### src/hw/rtl/pce_pkg.sv
package pce_pkg;

    localparam int FIELD_BITS = 32;
    localparam int COORD_BITS = 32;
    localparam int COUNT_BITS = 16;
    localparam int SEG_BITS   = 16;
    localparam int WORD_BITS  = 32;
    localparam int MAX_WORDS  = 12;

    // points carry the full input range; only split points saturate to COORD_BITS
    localparam int PT_BITS   = (COORD_BITS > FIELD_BITS) ? COORD_BITS : FIELD_BITS;
    localparam int SUM_BITS  = PT_BITS + 7;
    localparam int DIFF_BITS = PT_BITS + 1;
    localparam int PROD_BITS = 2 * DIFF_BITS;
    localparam int NUM_BITS  = $clog2(MAX_WORDS + 1);
    localparam int IDX_BITS  = $clog2(MAX_WORDS);

    typedef enum logic [2:0] {
        REQ_MOVE  = 3'd0,
        REQ_LINE  = 3'd1,
        REQ_QUAD  = 3'd2,
        REQ_CUBIC = 3'd3,
        REQ_ARC   = 3'd4,
        REQ_RESET = 3'd5
    } req_t;

    localparam logic [WORD_BITS-1:0] CODE_MOVE = WORD_BITS'(0);
    localparam logic [WORD_BITS-1:0] CODE_LINE = WORD_BITS'(1);
    localparam logic [WORD_BITS-1:0] CODE_QUAD = WORD_BITS'(2);
    localparam logic [WORD_BITS-1:0] CODE_ARC  = WORD_BITS'(4);

    typedef struct packed {
        logic [2:0]                   req_type;
        logic signed [FIELD_BITS-1:0] p1_x;
        logic signed [FIELD_BITS-1:0] p1_y;
        logic signed [FIELD_BITS-1:0] p2_x;
        logic signed [FIELD_BITS-1:0] p2_y;
        logic signed [FIELD_BITS-1:0] p3_x;
        logic signed [FIELD_BITS-1:0] p3_y;
        logic signed [FIELD_BITS-1:0] radius_x;
        logic signed [FIELD_BITS-1:0] radius_y;
        logic signed [FIELD_BITS-1:0] rotation;
        logic                         large_arc;
        logic                         ccw_sweep;
    } cmd_t;

    typedef struct packed {
        logic [WORD_BITS-1:0] path_word;
        logic                 last_word;
        logic [SEG_BITS-1:0]  segments_so_far;
    } word_t;

    typedef struct packed {
        logic signed [PT_BITS-1:0] x;
        logic signed [PT_BITS-1:0] y;
    } point_t;

    // geometry of up to two quadratics (start, control, end); qa_c is the
    // end point of move, line and arc
    typedef struct packed {
        logic [2:0]                   kind;
        logic                         drop;
        point_t                       qa_p0;
        point_t                       qa_c;
        point_t                       qa_e;
        point_t                       qb_p0;
        point_t                       qb_c;
        point_t                       qb_e;
        logic signed [FIELD_BITS-1:0] rx;
        logic signed [FIELD_BITS-1:0] ry;
        logic signed [FIELD_BITS-1:0] rot;
        logic                         large_arc;
        logic                         sweep;
    } geom_t;

    typedef struct packed {
        geom_t                       g;
        logic signed [PROD_BITS-1:0] pa1;
        logic signed [PROD_BITS-1:0] pa2;
        logic signed [PROD_BITS-1:0] pb1;
        logic signed [PROD_BITS-1:0] pb2;
    } cross_t;

    typedef struct packed {
        logic [MAX_WORDS-1:0][WORD_BITS-1:0] words;
        logic [MAX_WORDS-1:0][SEG_BITS-1:0]  segs;
        logic [NUM_BITS-1:0]                 n;
    } build_t;

endpackage

### src/hw/rtl/pce_split.sv
module pce_split (
    input  logic           clk,
    input  logic           rst_n,
    input  logic           in_valid,
    input  pce_pkg::cmd_t  in_cmd,
    output logic           in_ready,
    output logic           out_valid,
    output pce_pkg::geom_t out_geom,
    input  logic           out_ready
);

    localparam int PT  = pce_pkg::PT_BITS;
    localparam int SUM = pce_pkg::SUM_BITS;
    localparam logic signed [SUM-1:0] SAT_HI =
        {{(SUM - pce_pkg::COORD_BITS + 1){1'b0}}, {(pce_pkg::COORD_BITS - 1){1'b1}}};
    localparam logic signed [SUM-1:0] SAT_LO = ~SAT_HI;

    logic           a_valid_reg;
    logic           a_valid_next;
    pce_pkg::cmd_t  a_reg;
    logic           b_valid_reg;
    logic           b_valid_next;
    pce_pkg::geom_t b_reg;
    pce_pkg::geom_t b_next;
    pce_pkg::point_t last_reg;
    pce_pkg::point_t last_next;

    logic            a_go;
    logic            line_drop;
    logic            arc_drop;
    pce_pkg::point_t p1;
    pce_pkg::point_t p2;
    pce_pkg::point_t p3;
    pce_pkg::point_t q1;
    pce_pkg::point_t mid;
    pce_pkg::point_t q3;

    function automatic logic signed [SUM-1:0] ext(input logic signed [PT-1:0] v);
        return SUM'(v);
    endfunction

    function automatic logic signed [PT-1:0] sat(input logic signed [SUM-1:0] v);
        logic signed [SUM-1:0] r;
        r = v;
        if (v > SAT_HI)
            r = SAT_HI;
        else if (v < SAT_LO)
            r = SAT_LO;
        return PT'(r);
    endfunction

    // floor((9a + 21b + 3c - d) / 32)
    function automatic logic signed [PT-1:0] outer(input logic signed [PT-1:0] a,
                                                   input logic signed [PT-1:0] b,
                                                   input logic signed [PT-1:0] c,
                                                   input logic signed [PT-1:0] d);
        logic signed [SUM-1:0] s;
        s = ((ext(a) <<< 3) + ext(a))
          + ((ext(b) <<< 4) + (ext(b) <<< 2) + ext(b))
          + ((ext(c) <<< 1) + ext(c))
          - ext(d);
        return sat(s >>> 5);
    endfunction

    // floor((a + 3b + 3c + d) / 8)
    function automatic logic signed [PT-1:0] centre(input logic signed [PT-1:0] a,
                                                    input logic signed [PT-1:0] b,
                                                    input logic signed [PT-1:0] c,
                                                    input logic signed [PT-1:0] d);
        logic signed [SUM-1:0] s;
        logic signed [SUM-1:0] bc;
        bc = ext(b) + ext(c);
        s  = ext(a) + (bc <<< 1) + bc + ext(d);
        return sat(s >>> 3);
    endfunction

    assign a_go     = a_valid_reg && (!b_valid_reg || out_ready);
    assign in_ready = !a_valid_reg || a_go;
    assign out_valid = b_valid_reg;
    assign out_geom  = b_reg;

    always_comb
    begin
        p1.x = PT'(a_reg.p1_x);
        p1.y = PT'(a_reg.p1_y);
        p2.x = PT'(a_reg.p2_x);
        p2.y = PT'(a_reg.p2_y);
        p3.x = PT'(a_reg.p3_x);
        p3.y = PT'(a_reg.p3_y);

        q1.x  = outer(last_reg.x, p1.x, p2.x, p3.x);
        q1.y  = outer(last_reg.y, p1.y, p2.y, p3.y);
        mid.x = centre(last_reg.x, p1.x, p2.x, p3.x);
        mid.y = centre(last_reg.y, p1.y, p2.y, p3.y);
        q3.x  = outer(p3.x, p2.x, p1.x, last_reg.x);
        q3.y  = outer(p3.y, p2.y, p1.y, last_reg.y);

        line_drop = (p1 == last_reg);
        arc_drop  = line_drop || (a_reg.radius_x == '0) || (a_reg.radius_y == '0);
    end

    always_comb
    begin
        b_next.kind  = a_reg.req_type;
        b_next.drop  = (a_reg.req_type == pce_pkg::REQ_LINE) ? line_drop :
                       (a_reg.req_type == pce_pkg::REQ_ARC) ? arc_drop : 1'b0;
        b_next.qa_p0 = last_reg;
        b_next.qa_c  = (a_reg.req_type == pce_pkg::REQ_CUBIC) ? q1 : p1;
        b_next.qa_e  = (a_reg.req_type == pce_pkg::REQ_CUBIC) ? mid : p2;
        b_next.qb_p0 = mid;
        b_next.qb_c  = q3;
        b_next.qb_e  = p3;
        b_next.rx    = a_reg.radius_x;
        b_next.ry    = a_reg.radius_y;
        b_next.rot   = a_reg.rotation;
        b_next.large_arc = a_reg.large_arc;
        b_next.sweep = a_reg.ccw_sweep;
    end

    // current point follows each command leaving a_reg, except a dropped arc or an unknown code
    always_comb
    begin
        last_next = last_reg;
        if (a_go)
        begin
            case (a_reg.req_type) inside
                pce_pkg::REQ_MOVE, pce_pkg::REQ_LINE: last_next = p1;
                pce_pkg::REQ_QUAD:  last_next = p2;
                pce_pkg::REQ_CUBIC: last_next = p3;
                pce_pkg::REQ_ARC:
                begin
                    if (!arc_drop)
                        last_next = p1;
                end
                pce_pkg::REQ_RESET: last_next = '0;
                default: last_next = last_reg;
            endcase
        end
    end

    always_comb
    begin
        a_valid_next = a_valid_reg;
        if (in_valid && in_ready)
            a_valid_next = 1'b1;
        else if (a_go)
            a_valid_next = 1'b0;

        b_valid_next = b_valid_reg;
        if (a_go)
            b_valid_next = 1'b1;
        else if (out_ready)
            b_valid_next = 1'b0;
    end

    always_ff @(posedge clk or negedge rst_n)
    begin
        if (!rst_n)
        begin
            a_valid_reg <= 1'b0;
            b_valid_reg <= 1'b0;
            last_reg    <= '0;
        end
        else
        begin
            a_valid_reg <= a_valid_next;
            b_valid_reg <= b_valid_next;
            last_reg    <= last_next;
        end
    end

    always_ff @(posedge clk)
    begin
        if (in_valid && in_ready)
            a_reg <= in_cmd;
        if (a_go)
            b_reg <= b_next;
    end

endmodule

### config.mk
export PLATFORM = sky130hd
export DESIGN_NAME = pce_split
export DESIGN_NICKNAME = d
export VERILOG_FILES = /design/src/hw/rtl/pce_pkg.sv /design/src/hw/rtl/pce_split.sv
export SDC_FILE = /design/constraint.sdc
export NUM_CORES = 2
export LEC_CHECK = 0
export BUFFER_PORTS_ARGS = -buffer_cell sky130_fd_sc_hd__clkbuf_2
export CAP_MARGIN = 5
export CORE_MARGIN = 2
export CORE_UTILIZATION = 40
export CTS_BUF_LIST = sky130_fd_sc_hd__clkbuf_16
export CTS_CLUSTER_DIAMETER = 150
export CTS_CLUSTER_SIZE = 10
export DETAILED_ROUTE_END_ITERATION = 16
export SLEW_MARGIN = 10
export SYNTH_ARGS = -nofsm -noshare
export SYNTH_HDL_FRONTEND = slang
export SYNTH_SLANG_ARGS = --single-unit
### constraint.sdc
create_clock -name clk -period 12.2 [get_ports clk]
set_clock_uncertainty 0.2 [all_clocks]
set_input_delay 0.61 -clock clk [delete_from_list [all_inputs] [get_ports clk]]
set_output_delay 0.61 -clock clk [all_outputs]
set_load 0.02 [all_outputs]
==> impl_metrics.env <==
export IMPL_rows=149
export IMPL_worstPathMaxFanout=32
export IMPL_io_pins=785
export IMPL_cp_top_family="compound AO/OA/AOI/OAI gates"
export IMPL_async_reset_ff_share_pct=7.811
export IMPL_clkSlewWorstSetupHoldPaths_ps=70
export IMPL_ff2ff_setup_slack_ps=3400
export IMPL_post_cts_resized=0
export IMPL_fp_coreArea_um2=164400
export IMPL_chipHeight_um=410.3
export IMPL_max_cap_viol_count=0
export IMPL_worst_path_stages=28
export IMPL_avgSynthCellArea_um2=11.85
export IMPL_drv_slew=0
export IMPL_nets=8222
export IMPL_antenna_found_initial=19
export IMPL_worstSetupEndpointType="flop"
export IMPL_final_util_pct=47.75
export IMPL_synth_area_um2=66030
export IMPL_fillers=15170
export IMPL_timing_slew_headroom_pct=26.50
export IMPL_grt_max_degree=72
export IMPL_grt_overflow=0
export IMPL_drtPass1Iterations=7
export IMPL_hold_violations=0
export IMPL_crit_path_start_kind="flop"
export IMPL_wl_per_cell_um=24.02
export IMPL_initial_core_util_pct=40.16
export IMPL_fin_crit_sh_pct=72.11
export IMPL_synth_mux_area_share_pct=1.025
export IMPL_seq_area_um2=25040
export IMPL_multi_input_comb_area_um2=36590
export IMPL_dieWidth_um=410.3
export IMPL_ys_ff_latch=845
export IMPL_final_setup_tns_ps=0
export IMPL_die_area_um2=168300
export IMPL_port_buffers=784
export IMPL_clkLatencyLatePin_ps=820
export IMPL_synth_ff_type="edfxtp_1"
export IMPL_ant_nets=0
export IMPL_htree_levels=3
export IMPL_crit_type="flop to flop"
export IMPL_worst_slew_pin_slew_ps=1103
export IMPL_cts_tree="built"
export IMPL_max_freq_ghz=0.1137
export IMPL_worstPathRequired_ps=12430
export IMPL_status="finished, final reports clean"
export IMPL_dp_hpwl_um=171300
export IMPL_startpoint="a_reg[195]$_DFFE_PP_"
export IMPL_cp_slowest_stage_delay_ps=660
export IMPL_synth_compound_area_share_pct=10.30
export IMPL_drive_gt1_share_pct=14.53
export IMPL_avgViaCountPerCell=5.214
export IMPL_grt_pass1_wl_um=318500
export IMPL_ctsRootBufferMaster="clkbuf_16"
export IMPL_area_growth_syn_to_layout_pct=18.91
export IMPL_largest_register_ffs=486
export IMPL_synthAdderAreaFrac_pct=33.95
export IMPL_syn_num_nets=7115
export IMPL_drc=0
export IMPL_cts_buffers=95
export IMPL_setup_worst_path_end="out_geom[351]$_DFFE_PP_"
export IMPL_synthCells=5570
export IMPL_r2r_end="out_geom[351]$_DFFE_PP_"
export IMPL_ys_types=83
export IMPL_synth_xor_xnor_area_share_pct=4.099
export IMPL_rsz0062_at_grt="false"
export IMPL_clk_path_buf_depth=3
export IMPL_hold_path_class="input pin to async pin"
export IMPL_arrival_ps=9030
export IMPL_r2r_cells=28
export IMPL_setup_violations_final=0
export IMPL_slowest_stage="and2_2"
export IMPL_grt_usage_pct=25.78
export IMPL_vias=46690
export IMPL_synth_simple_area_share_pct=5.918
export IMPL_r2r_start="a_reg[195]$_DFFE_PP_"
export IMPL_cts_sinks=845
export IMPL_first_global_vias=48390
export IMPL_synth_top_family_by_area="adder cells"
export IMPL_gp_congestion=0.9196
export IMPL_wl_um=215100
export IMPL_yosys_warnings=0
export IMPL_synth_edff_count=779
export IMPL_synth_seq_area_share_pct=37.93
export IMPL_drt_first_iter_violations=3408
export IMPL_cp_buffers_inverters=3
export IMPL_period_minus_slack_ps=8797
synth_stat cells (66+ instances only):
cell | number | area share [%]
a21o_1 | 166 | 1.9
a21oi_1 | 276 | 2.1
clkbuf_1 | 89 | 0.51
dfrtp_1 | 66 | 2.5
edfxtp_1 | 779 | 35
fa_1 | 906 | 27
ha_1 | 342 | 6.5
inv_1 | 1067 | 6.1
nand2_1 | 355 | 2.0
nor2_1 | 191 | 1.1
o21ai_0 | 298 | 2.3
xnor2_1 | 191 | 2.5
xor2_1 | 118 | 1.6
final cells by class:
type | count | area share, %
clock inverters | 84 | 0.6390
multi-input cells | 3542 | 46.60
well taps | 2189 | 3.488
diodes | 6 | 0.01912
flip-flops and latches | 845 | 31.90
inverters | 1067 | 5.101
clock buffers | 95 | 3.028
repair buffers | 1126 | 9.233
metrics by stage:
| stage | cell area [um2] | cells | worst slack, ps | hold slack [ps] |
|---|---|---|---|---|
| floorplan | 66030 | 5570 | 3761 | 114.4 |
| global placement | 72650 | 8472 | 3364 | 200.3 |
| detailed placement | 72650 | 8472 | 3125 | 204.5 |
| CTS | 78500 | 8948 | 3086 | 69.28 |
| global route | 78510 | 8950 | 2842 | 150.6 |
| finish | 78520 | 8954 | 3403 | 138.1 |
how the worst min path moves through the flow:
stage                             start                      end  slack, ps  cells past startpoint
finish                            rst_n  b_next[433]$_DFFE_PN0P_        140                      2
global placement    a_reg[18]$_DFFE_PP_   out_geom[18]$_DFFE_PP_        200                      0
detailed placement  a_reg[13]$_DFFE_PP_   out_geom[13]$_DFFE_PP_        200                      0
global route                      rst_n  b_next[433]$_DFFE_PN0P_        150                      2
CTS                               rst_n  b_next[433]$_DFFE_PN0P_         70                      2
floorplan                         rst_n  a_valid_reg$_DFFE_PN0P_        110                      0
worst reg2reg max path, delay by kind of cell (launching register included):
| kind | cells | cell delay (ps) |
|---|---|---|
| AOI/OAI and AO/OA | 15 | 3840 |
| adders and majority gates | 4 | 1690 |
| and+or+nand+nor | 5 | 1200 |
| buffers and inverters | 3 | 690 |
| DFF | 1 | 550 |
| xor gates and xnor gates | 1 | 310 |
placed cells by master (no fill, tap or decap), types with 118 or more instances in the layout:
cell	instances
a21o_1	166
a21oi_1	272
clkbuf_2	783
dlygate4sd3_1	297
edfxtp_1	779
fa_1	906
ha_1	342
inv_1	1140
nand2_1	355
nor2_1	188
o21ai_0	298
xnor2_1	191
xor2_1	118
routing by layer:
| metal | GRT usage [%] | wire [um] | vias to the layer above |
|---|---|---|---|
| met1 | 36.35 | 94950 | 23940 |
| met3 | 4.303 | 14060 | 261 |
| li1 | - | - | 20840 |
| met2 | 41.44 | 100600 | 1640 |
| met4 | 6.453 | 5439 | 8 |
| met5 | 0 | 55 | - |
cell families (layout without fill, tap and decap cells):
| logic type | Yosys count | after routing |
|---|---|---|
| compound gates | 1066 | 1066 |
| xor+xnor | 309 | 309 |
| fa+ha+maj | 1248 | 1248 |
| buf+inv | 1183 | 2372 |
| flops | 845 | 845 |
| mux | 67 | 67 |
| other cells | 0 | 6 |
| simple gates | 852 | 852 |
timing repair:
| item | CTS | global route |
|---|---|---|
| hold buffers | 297 | 0 |
| hold endpoints to repair | 327 | 0 |
| buffers inserted | 0 | 0 |
Power is left out: the tool's default activity adds up to more than one toggle a clock period on the data nets, which glitch-free logic cannot reach.
