## src/hw/rtl/pce_pkg.sv

```systemverilog
package pce_pkg;

    localparam int FIELD_BITS = 32;
    localparam int COORD_BITS = 32;
    localparam int COUNT_BITS = 16;
    localparam int SEG_BITS   = 16;
    localparam int WORD_BITS  = 32;
    localparam int MAX_WORDS  = 12;

    // points carry the full input range; only split points saturate to COORD_BITS
    localparam int PT_BITS   = (COORD_BITS > FIELD_BITS) ? COORD_BITS : FIELD_BITS;
    localparam int SUM_BITS  = PT_BITS + 7;
    localparam int DIFF_BITS = PT_BITS + 1;
    localparam int PROD_BITS = 2 * DIFF_BITS;
    localparam int NUM_BITS  = $clog2(MAX_WORDS + 1);
    localparam int IDX_BITS  = $clog2(MAX_WORDS);

    typedef enum logic [2:0] {
        REQ_MOVE  = 3'd0,
        REQ_LINE  = 3'd1,
        REQ_QUAD  = 3'd2,
        REQ_CUBIC = 3'd3,
        REQ_ARC   = 3'd4,
        REQ_RESET = 3'd5
    } req_t;

    localparam logic [WORD_BITS-1:0] CODE_MOVE = WORD_BITS'(0);
    localparam logic [WORD_BITS-1:0] CODE_LINE = WORD_BITS'(1);
    localparam logic [WORD_BITS-1:0] CODE_QUAD = WORD_BITS'(2);
    localparam logic [WORD_BITS-1:0] CODE_ARC  = WORD_BITS'(4);

    typedef struct packed {
        logic [2:0]                   req_type;
        logic signed [FIELD_BITS-1:0] p1_x;
        logic signed [FIELD_BITS-1:0] p1_y;
        logic signed [FIELD_BITS-1:0] p2_x;
        logic signed [FIELD_BITS-1:0] p2_y;
        logic signed [FIELD_BITS-1:0] p3_x;
        logic signed [FIELD_BITS-1:0] p3_y;
        logic signed [FIELD_BITS-1:0] radius_x;
        logic signed [FIELD_BITS-1:0] radius_y;
        logic signed [FIELD_BITS-1:0] rotation;
        logic                         large_arc;
        logic                         ccw_sweep;
    } cmd_t;

    typedef struct packed {
        logic [WORD_BITS-1:0] path_word;
        logic                 last_word;
        logic [SEG_BITS-1:0]  segments_so_far;
    } word_t;

    typedef struct packed {
        logic signed [PT_BITS-1:0] x;
        logic signed [PT_BITS-1:0] y;
    } point_t;

    // geometry of up to two quadratics (start, control, end); qa_c is the
    // end point of move, line and arc
    typedef struct packed {
        logic [2:0]                   kind;
        logic                         drop;
        point_t                       qa_p0;
        point_t                       qa_c;
        point_t                       qa_e;
        point_t                       qb_p0;
        point_t                       qb_c;
        point_t                       qb_e;
        logic signed [FIELD_BITS-1:0] rx;
        logic signed [FIELD_BITS-1:0] ry;
        logic signed [FIELD_BITS-1:0] rot;
        logic                         large_arc;
        logic                         sweep;
    } geom_t;

    typedef struct packed {
        geom_t                       g;
        logic signed [PROD_BITS-1:0] pa1;
        logic signed [PROD_BITS-1:0] pa2;
        logic signed [PROD_BITS-1:0] pb1;
        logic signed [PROD_BITS-1:0] pb2;
    } cross_t;

    typedef struct packed {
        logic [MAX_WORDS-1:0][WORD_BITS-1:0] words;
        logic [MAX_WORDS-1:0][SEG_BITS-1:0]  segs;
        logic [NUM_BITS-1:0]                 n;
    } build_t;

endpackage

```

## src/hw/rtl/pce_word_buf.sv

```systemverilog
module pce_word_buf (
    input  logic            clk,
    input  logic            rst_n,
    input  logic            in_valid,
    input  pce_pkg::build_t in_build,
    output logic            in_ready,
    output logic            word_valid,
    output pce_pkg::word_t  word,
    input  logic            word_stall
);

    localparam int NB = pce_pkg::NUM_BITS;
    localparam int IB = pce_pkg::IDX_BITS;

    logic            d_valid_reg;
    logic            d_valid_next;
    pce_pkg::build_t d_reg;
    logic [IB-1:0]   d_idx_reg;
    logic [IB-1:0]   d_idx_next;
    logic            at_last;
    logic            load;

    assign at_last  = (d_idx_reg == IB'(d_reg.n - NB'(1)));
    assign in_ready = !d_valid_reg || (!word_stall && at_last);
    assign load     = in_valid && in_ready;

    assign word_valid           = d_valid_reg;
    assign word.path_word       = d_reg.words[d_idx_reg];
    assign word.segments_so_far = d_reg.segs[d_idx_reg];
    assign word.last_word       = at_last;

    always_comb
    begin
        d_valid_next = d_valid_reg;
        d_idx_next   = d_idx_reg;
        if (load)
        begin
            // commands that make no words pass through without occupying the buffer
            d_valid_next = (in_build.n != '0);
            d_idx_next   = '0;
        end
        else if (d_valid_reg && !word_stall)
        begin
            if (at_last)
                d_valid_next = 1'b0;
            else
                d_idx_next = d_idx_reg + IB'(1);
        end
    end

    always_ff @(posedge clk or negedge rst_n)
    begin
        if (!rst_n)
        begin
            d_valid_reg <= 1'b0;
            d_idx_reg   <= '0;
        end
        else
        begin
            d_valid_reg <= d_valid_next;
            d_idx_reg   <= d_idx_next;
        end
    end

    always_ff @(posedge clk)
    begin
        if (load)
            d_reg <= in_build;
    end

endmodule

```

## config.mk

```make
export PLATFORM = sky130hd
export DESIGN_NAME = pce_word_buf
export DESIGN_NICKNAME = d
export VERILOG_FILES = /design/src/hw/rtl/pce_pkg.sv /design/src/hw/rtl/pce_word_buf.sv
export SDC_FILE = /design/constraint.sdc
export NUM_CORES = 1
export LEC_CHECK = 0
export BUFFER_PORTS_ARGS = -buffer_cell sky130_fd_sc_hd__buf_2
export CORE_AREA = 5 5 242 244
export CTS_CLUSTER_DIAMETER = 30
export DETAILED_ROUTE_END_ITERATION = 8
export DIE_AREA = 0 0 247 249
export PLACE_DENSITY = 0.66
export SLEW_MARGIN = 20
export SYNTH_ARGS = -nofsm -noshare
export SYNTH_HDL_FRONTEND = slang
export SYNTH_SLANG_ARGS = --single-unit
```

## constraint.sdc

```tcl
create_clock -name clk -period 16.6 [get_ports clk]
set_clock_uncertainty 0.15 [all_clocks]
set_input_delay 4.15 -clock clk [delete_from_list [all_inputs] [get_ports clk]]
set_output_delay 4.15 -clock clk [all_outputs]
set_load 0.005 [all_outputs]
```

==> results of run 1 <==
-- cell usage after synthesis, types with 3 or more instances --
cell       number
buf_4           6
o21ai_0         5
clkbuf_1       22
buf_1           6
o2111ai_1       3
buf_2          17
edfxtp_1      580
inv_1           5
mux4_2        144
nor2_1          4
dfrtp_1         5
buf_6           3
a22oi_1        48
nand2_1       101
-- metrics by stage --
| step | setup WS, ns | power, uW |
|---|---|---|
| 3_3_place_gp | 7.52 | 2930 |
| 5_1_grt | 7.47 | 5470 |
| 4_1_cts | 7.51 | 5320 |
| 2_1_floorplan | 4.38 | 2630 |
| 3_5_place_dp | 7.50 | 2950 |
| 6_report | 7.51 | 5260 |
-- power by group --
| part | internal (uW) | total, uW | switching [uW] |
|---|---|---|---|
| Combinational | 500 | 1030 | 532 |
| Clock | 1600 | 2350 | 745 |
| Sequential | 1810 | 1880 | 71.6 |
-- worst max-delay path, cell delays in order --
cell and delay (ns):
buf_2 0.13, o31ai_2 0.32, buf_2 0.19
-- kinds of logic (layout without fill, tap and decap cells) --
family / Yosys count / count (layout)
flip-flops: 585 / 585
multiplexers: 144 / 144
AND/OR/NAND/NOR: 118 / 118
AO/OA/AOI/OAI: 61 / 61
buffers and inverters: 59 / 860
XOR/XNOR: 5 / 5
adder cells (fa/ha/maj): 2 / 2
other: 0 / 25
-- area by class of cell --
cell class                      count  area [sq um]
Tap cell                          756           946
Clock inverter                     86          1090
Fill cell                        4366         25900
Antenna cell                       25          62.6
Sequential cell                   585         17500
Timing Repair Buffer              646          3290
Multi-Input combinational cell    330          4310
Clock buffer                      123          2910
Inverter                            5          18.8
-- cells in the final DEF, fill, tap and decap left out, drive strengths merged, types with 2 or more instances in the layout --
| cell type | count |
|---|---|
| a22oi | 48 |
| and2 | 2 |
| buf | 646 |
| bufinv | 22 |
| clkbuf | 123 |
| clkinv | 45 |
| clkinvlp | 10 |
| dfrtp | 5 |
| diode | 25 |
| edfxtp | 580 |
| ha | 2 |
| inv | 14 |
| mux4 | 144 |
| nand2 | 101 |
| nand3 | 2 |
| nand4 | 2 |
| nor2 | 4 |
| nor2b | 2 |
| nor3 | 2 |
| o2111ai | 3 |
| o21ai | 5 |
| o311ai | 2 |
| or4b | 2 |
| xnor2 | 2 |
| xor2 | 2 |
-- layer usage --
metal / vias up / part of all wire
met3: 102 / 0.10
met5: - / 0.0033
met1: 6454 / 0.35
li1: 5588 / -
met2: 575 / 0.52
met4: 28 / 0.020
-- worst min path at each step --
stage	from	slack (ns)	depth (start not counted)	endpoint
after floorplan	d_idx_reg[2]	0.46	3	d_idx_reg[2]
after global placement	word_valid	0.59	2	word_valid
after detailed placement	word_valid	0.62	2	word_valid
after CTS	word_valid	0.63	2	word_valid
after global routing	word_valid	0.69	2	d_idx_reg[1]
final	word_valid	0.63	2	word_valid
==> results.yml, run 1 <==
synthesis:
  synthesis.nets: 1560
  synth_top_area_cell: "edfxtp_1"
  synth_simple_gate_area_frac: 0.0220
  synth_cell_types: 32
  synth-edff-count: 580
  yosys.area.top_type_share: 0.788
  synth_ff_type: "edfxtp_1"
  synth_compound_area_frac: 0.0207
  syn_area_sq_mm: 0.0221
  synth_warnings: 0
  yosys-top-cells-area: "edfxtp_1, mux4_2, nand2_1"
  async_reset_ff_frac: 0.00855
  syn_inst: 974
  synthAdderAreaFrac: 0.00113
  synth-seq-cells: 585
  avgSynthCellArea_sq_um: 22.7
  yosysSeqAreaShare: 0.793
  synthXorXnorAreaFrac: 0.00328
  muxShareOfSynthArea: 0.147
  synth_top_family_by_area: "multiplexers"
global_route:
  use_met3: 0.0812
  met2_usage: 0.331
  antenna_found_initial: 38
  top_usage_layer: "met2"
  grt-ovfl-total: 0
  grt_max_degree: 188
  grt_usage: 0.191
  grt_pass1_wl_microns: 87000
  first_global_vias: 13984
  grt_use_met1: 0.215
pwr:
  total_leakage_power_uw: 0.0113
  ir_drop_v: 0.000105
  powerDensity_mw_per_mm2: 174
timing:
  relSlewSlack: 0.273
  setup_viol: 0
  hold_slack_ns: 0.627
  fmax_mhz: 110
  post-route-min-period_ns: 9.09
  final.setup.tns_ns: 0
  slew_violations: 0
  rsz0062_at_grt: "false"
  timing.final.crit_share: 0.548
  tightestPinTransition_ns: 1.09
  finalHoldViolCount: 0
placed_design:
  gp_congestion: 0.801
  hpwlAfterDp_microns: 42600
  post-place-cells: 2322
  dpl-instance-area_sq_mm: 0.0261
  port_buffers: 634
route:
  routed_wl_microns: 60500
  dr.pass1.iters: 6
  ant_nets: 0
  routedWlPerCell_microns: 23.7
  via_per_inst: 4.99
  num_vias: 12747
  drtIter0Drc: 935
  drc: 0
clock_network:
  root_buffer: "clkbuf_16"
  postCtsSetupBuffers: 0
  clk_path_buf_depth: 3
  cts_made_buffers: 113
  hold_buffers: 0
  clkSinkCount: 585
  cts_tree: "done"
  h-tree-depth: 3
  clock_latency_ns: 0.63
  clkTransAtPathRegs_ns: 0.05
  cts_resized: 0
setup_path:
  cp_max_fo: 5
  arrival_ns: 4.79
  setup.worst_path.start: "word_stall"
  endpoint_kind: "output pin"
  crit_path_start_kind: "input pin"
  r2r-end: "d_reg[436]"
  crit_end: "in_ready"
  reg2reg_from: "d_idx_reg[0]"
  r2r_setup_slack_ns: 11.85
  worst-setup-path-type: "input pin to output pin"
  rr_worst_depth: 6
  cp.required_ns: 12.30
floorplanning:
  initial_core_util: 0.394
  num_io_pins: 635
  coreArea_sq_mm: 0.0561
  rows: 87
  die_w_microns: 247
  die_h_microns: 249
  die_area_sq_mm: 0.0615
status:
  status: "complete, no violations"
hold_path:
  hold_class: "flop to flop"
cells_and_area:
  utilization: 0.538
  largest_reg_flops: 580
  instances_no_fill: 2556
  final_net_count: 2267
  layout-drive-gt1-share: 0.555
  stdcell_area_sq_mm: 0.0302
  area_growth_pct: 36.5
flow_run:
  maxCapViolations: 0
Note: power is estimated with default switching activity, not from simulation.
==> inputs of run 2 (changes only) <==
--- a/config.mk
+++ b/config.mk
@@ -10,7 +10,7 @@
 export CTS_CLUSTER_DIAMETER = 30
 export DETAILED_ROUTE_END_ITERATION = 8
 export DIE_AREA = 0 0 247 249
-export PLACE_DENSITY = 0.66
+export PLACE_DENSITY = 0.64
 export SLEW_MARGIN = 20
 export SYNTH_ARGS = -nofsm -noshare
 export SYNTH_HDL_FRONTEND = slang
==> constraint.sdc (replaced) <==
create_clock -name clk -period 8.5 [get_ports clk]
set_clock_uncertainty 0.15 [all_clocks]
set_input_delay 2.125 -clock clk [delete_from_list [all_inputs] [get_ports clk]]
set_output_delay 2.125 -clock clk [all_outputs]
set_load 0.005 [all_outputs]
==> run 2 against run 1 <==
Hold slack lost 0.014 ns. Sequential cell count is the same. Sequential share of layout area increased by 0.053 points. Critical endpoint is now word[37]. Largest cell class unchanged.
==> results.yml, run 2 (synthesis results as in run 1) <==
placed_design:
  hpwlAfterDp_microns: 42400
  gp_congestion: 0.835
  pre_cts_slack_ns: 3.43
  port_buffers: 634
hold_path:
  hold_class: "flop to flop"
timing:
  finalHoldViolCount: 0
  timing.final.crit_share: 0.660
  relSlewSlack: 0.153
  fmax_mhz: 178
  setup_viol: 0
  final.setup.tns_ns: 0
  setup_ws_ns: 2.89
  slew_violations: 0
  rsz0062_at_grt: "false"
  tightestPinTransition_ns: 1.27
  post-route-min-period_ns: 5.61
route:
  num_vias: 12670
  via_per_inst: 4.94
  routed_wl_microns: 60000
  drc: 0
  ant_nets: 0
  drtIter0Drc: 850
  routedWlPerCell_microns: 23.4
  dr.pass1.iters: 5
setup_path:
  cp_top_family: "buffers and inverters"
  cp_max_fo: 43
  arrival_ns: 3.34
  cp_num_buf_inv: 2
  cp_slowest_cell: "dfrtp_4"
  crit_path_start_kind: "flop"
  critPathMaxStageDelay_ns: 0.77
  cp.required_ns: 6.23
  worst-setup-path-type: "flop to output pin"
  endpoint_kind: "output pin"
  cp_cell_sequence: "buf_4 > mux4_2 > a22oi_1 > nand2_1 > buf_2"
cells_and_area:
  utilization: 0.538
  seq_area_sq_mm: 0.0175
  most-common-layout-cells: "buf_2, edfxtp_1, mux4_2"
  area_growth_pct: 36.4
  layout-drive-gt1-share: 0.550
  final_net_count: 2269
  final_common_cell: "buf_2"
  fillers: 4367
  multiInputGateArea_sq_mm: 0.00431
  largest_reg_flops: 580
clock_network:
  cts_tree: "done"
  root_buffer: "clkbuf_16"
  clock_latency_ns: 0.63
  cts_resized: 0
  hold_buffers: 0
  postCtsSetupBuffers: 0
  clkSinkCount: 585
  clkTransAtPathRegs_ns: 0.05
  cts_made_buffers: 114
  h-tree-depth: 3
  clk_path_buf_depth: 3
global_route:
  antenna_found_initial: 40
  grt_usage: 0.189
  grt_pass1_wl_microns: 86200
  first_global_vias: 13895
  grt_max_degree: 190
  grt-ovfl-total: 0
floorplanning:
  coreArea_sq_mm: 0.0561
  num_io_pins: 635
  die_w_microns: 247
  initial_core_util: 0.394
  die_h_microns: 249
  die_area_sq_mm: 0.0615
  rows: 87
pwr:
  powerDensity_mw_per_mm2: 335
  total_leakage_power_uw: 0.0112
  ir_drop_v: 0.000265
status:
  status: "complete, no violations"
flow_run:
  maxCapViolations: 0
==> run 2: worst paths after layout <==
kind | slack [ns] | end | startpoint | depth (start not counted)
hold reg to reg | 0.61 | word_valid | word_valid | 2
hold / removal | 0.61 | word_valid | word_valid | 2
max in group asynchronous | 6.82 | d_idx_reg[1] | rst_n | 1
setup reg to reg | 4.58 | d_reg[347] | d_idx_reg[1] | 6
setup / recovery | 2.89 | word[37] | d_idx_reg[0] | 5
min in group asynchronous | 1.18 | word_valid | rst_n | 1
==> run 2: worst register-to-register path: cells and delay by family, from the launching register on <==
family	cells	cell delay, ns
simple gates	2	0.85
compound gates	1	0.35
xor+xnor	1	0.21
flops	1	0.90
buf+inv	2	1.06
==> run 2: layout make-up <==
cell class,count,area share
Tap cell,756,0.0314
Clock inverter,78,0.0304
Clock buffer,135,0.0993
Inverter,5,0.000622
Antenna cell,29,0.00241
Sequential cell,585,0.582
Timing Repair Buffer,647,0.111
Multi-Input combinational cell,330,0.143
==> run 2: per-stage QoR <==
stage / total power, uW / hold WS [ns] / instances / area (sq um)
finish: 10100 / 0.613 / 2565 / 30200
global route: 10500 / 0.659 / 2552 / 30100
CTS: 10200 / 0.617 / 2536 / 30100
detailed placement: 5750 / 0.607 / 2323 / 26200
global placement: 5720 / 0.604 / 2323 / 26200
floorplan: 5080 / 0.459 / 974 / 22100
==> run 2: layer usage <==
layer  track usage  vias to the layer above  part of all wire  routed length, microns
li1              -                     5599                 -                       -
met1         0.223                     6302              0.36                   21600
met2         0.317                      605              0.51                   30600
met3        0.0733                      132             0.099                    5960
met4        0.0654                       32             0.025                    1500
met5             0                        -            0.0039                     235
==> run 2: where the power goes <==
| part | internal [uW] | switching, uW | total [uW] |
|---|---|---|---|
| logic | 985 | 994 | 1980 |
| clock network | 2970 | 1460 | 4430 |
| registers | 3520 | 165 | 3690 |
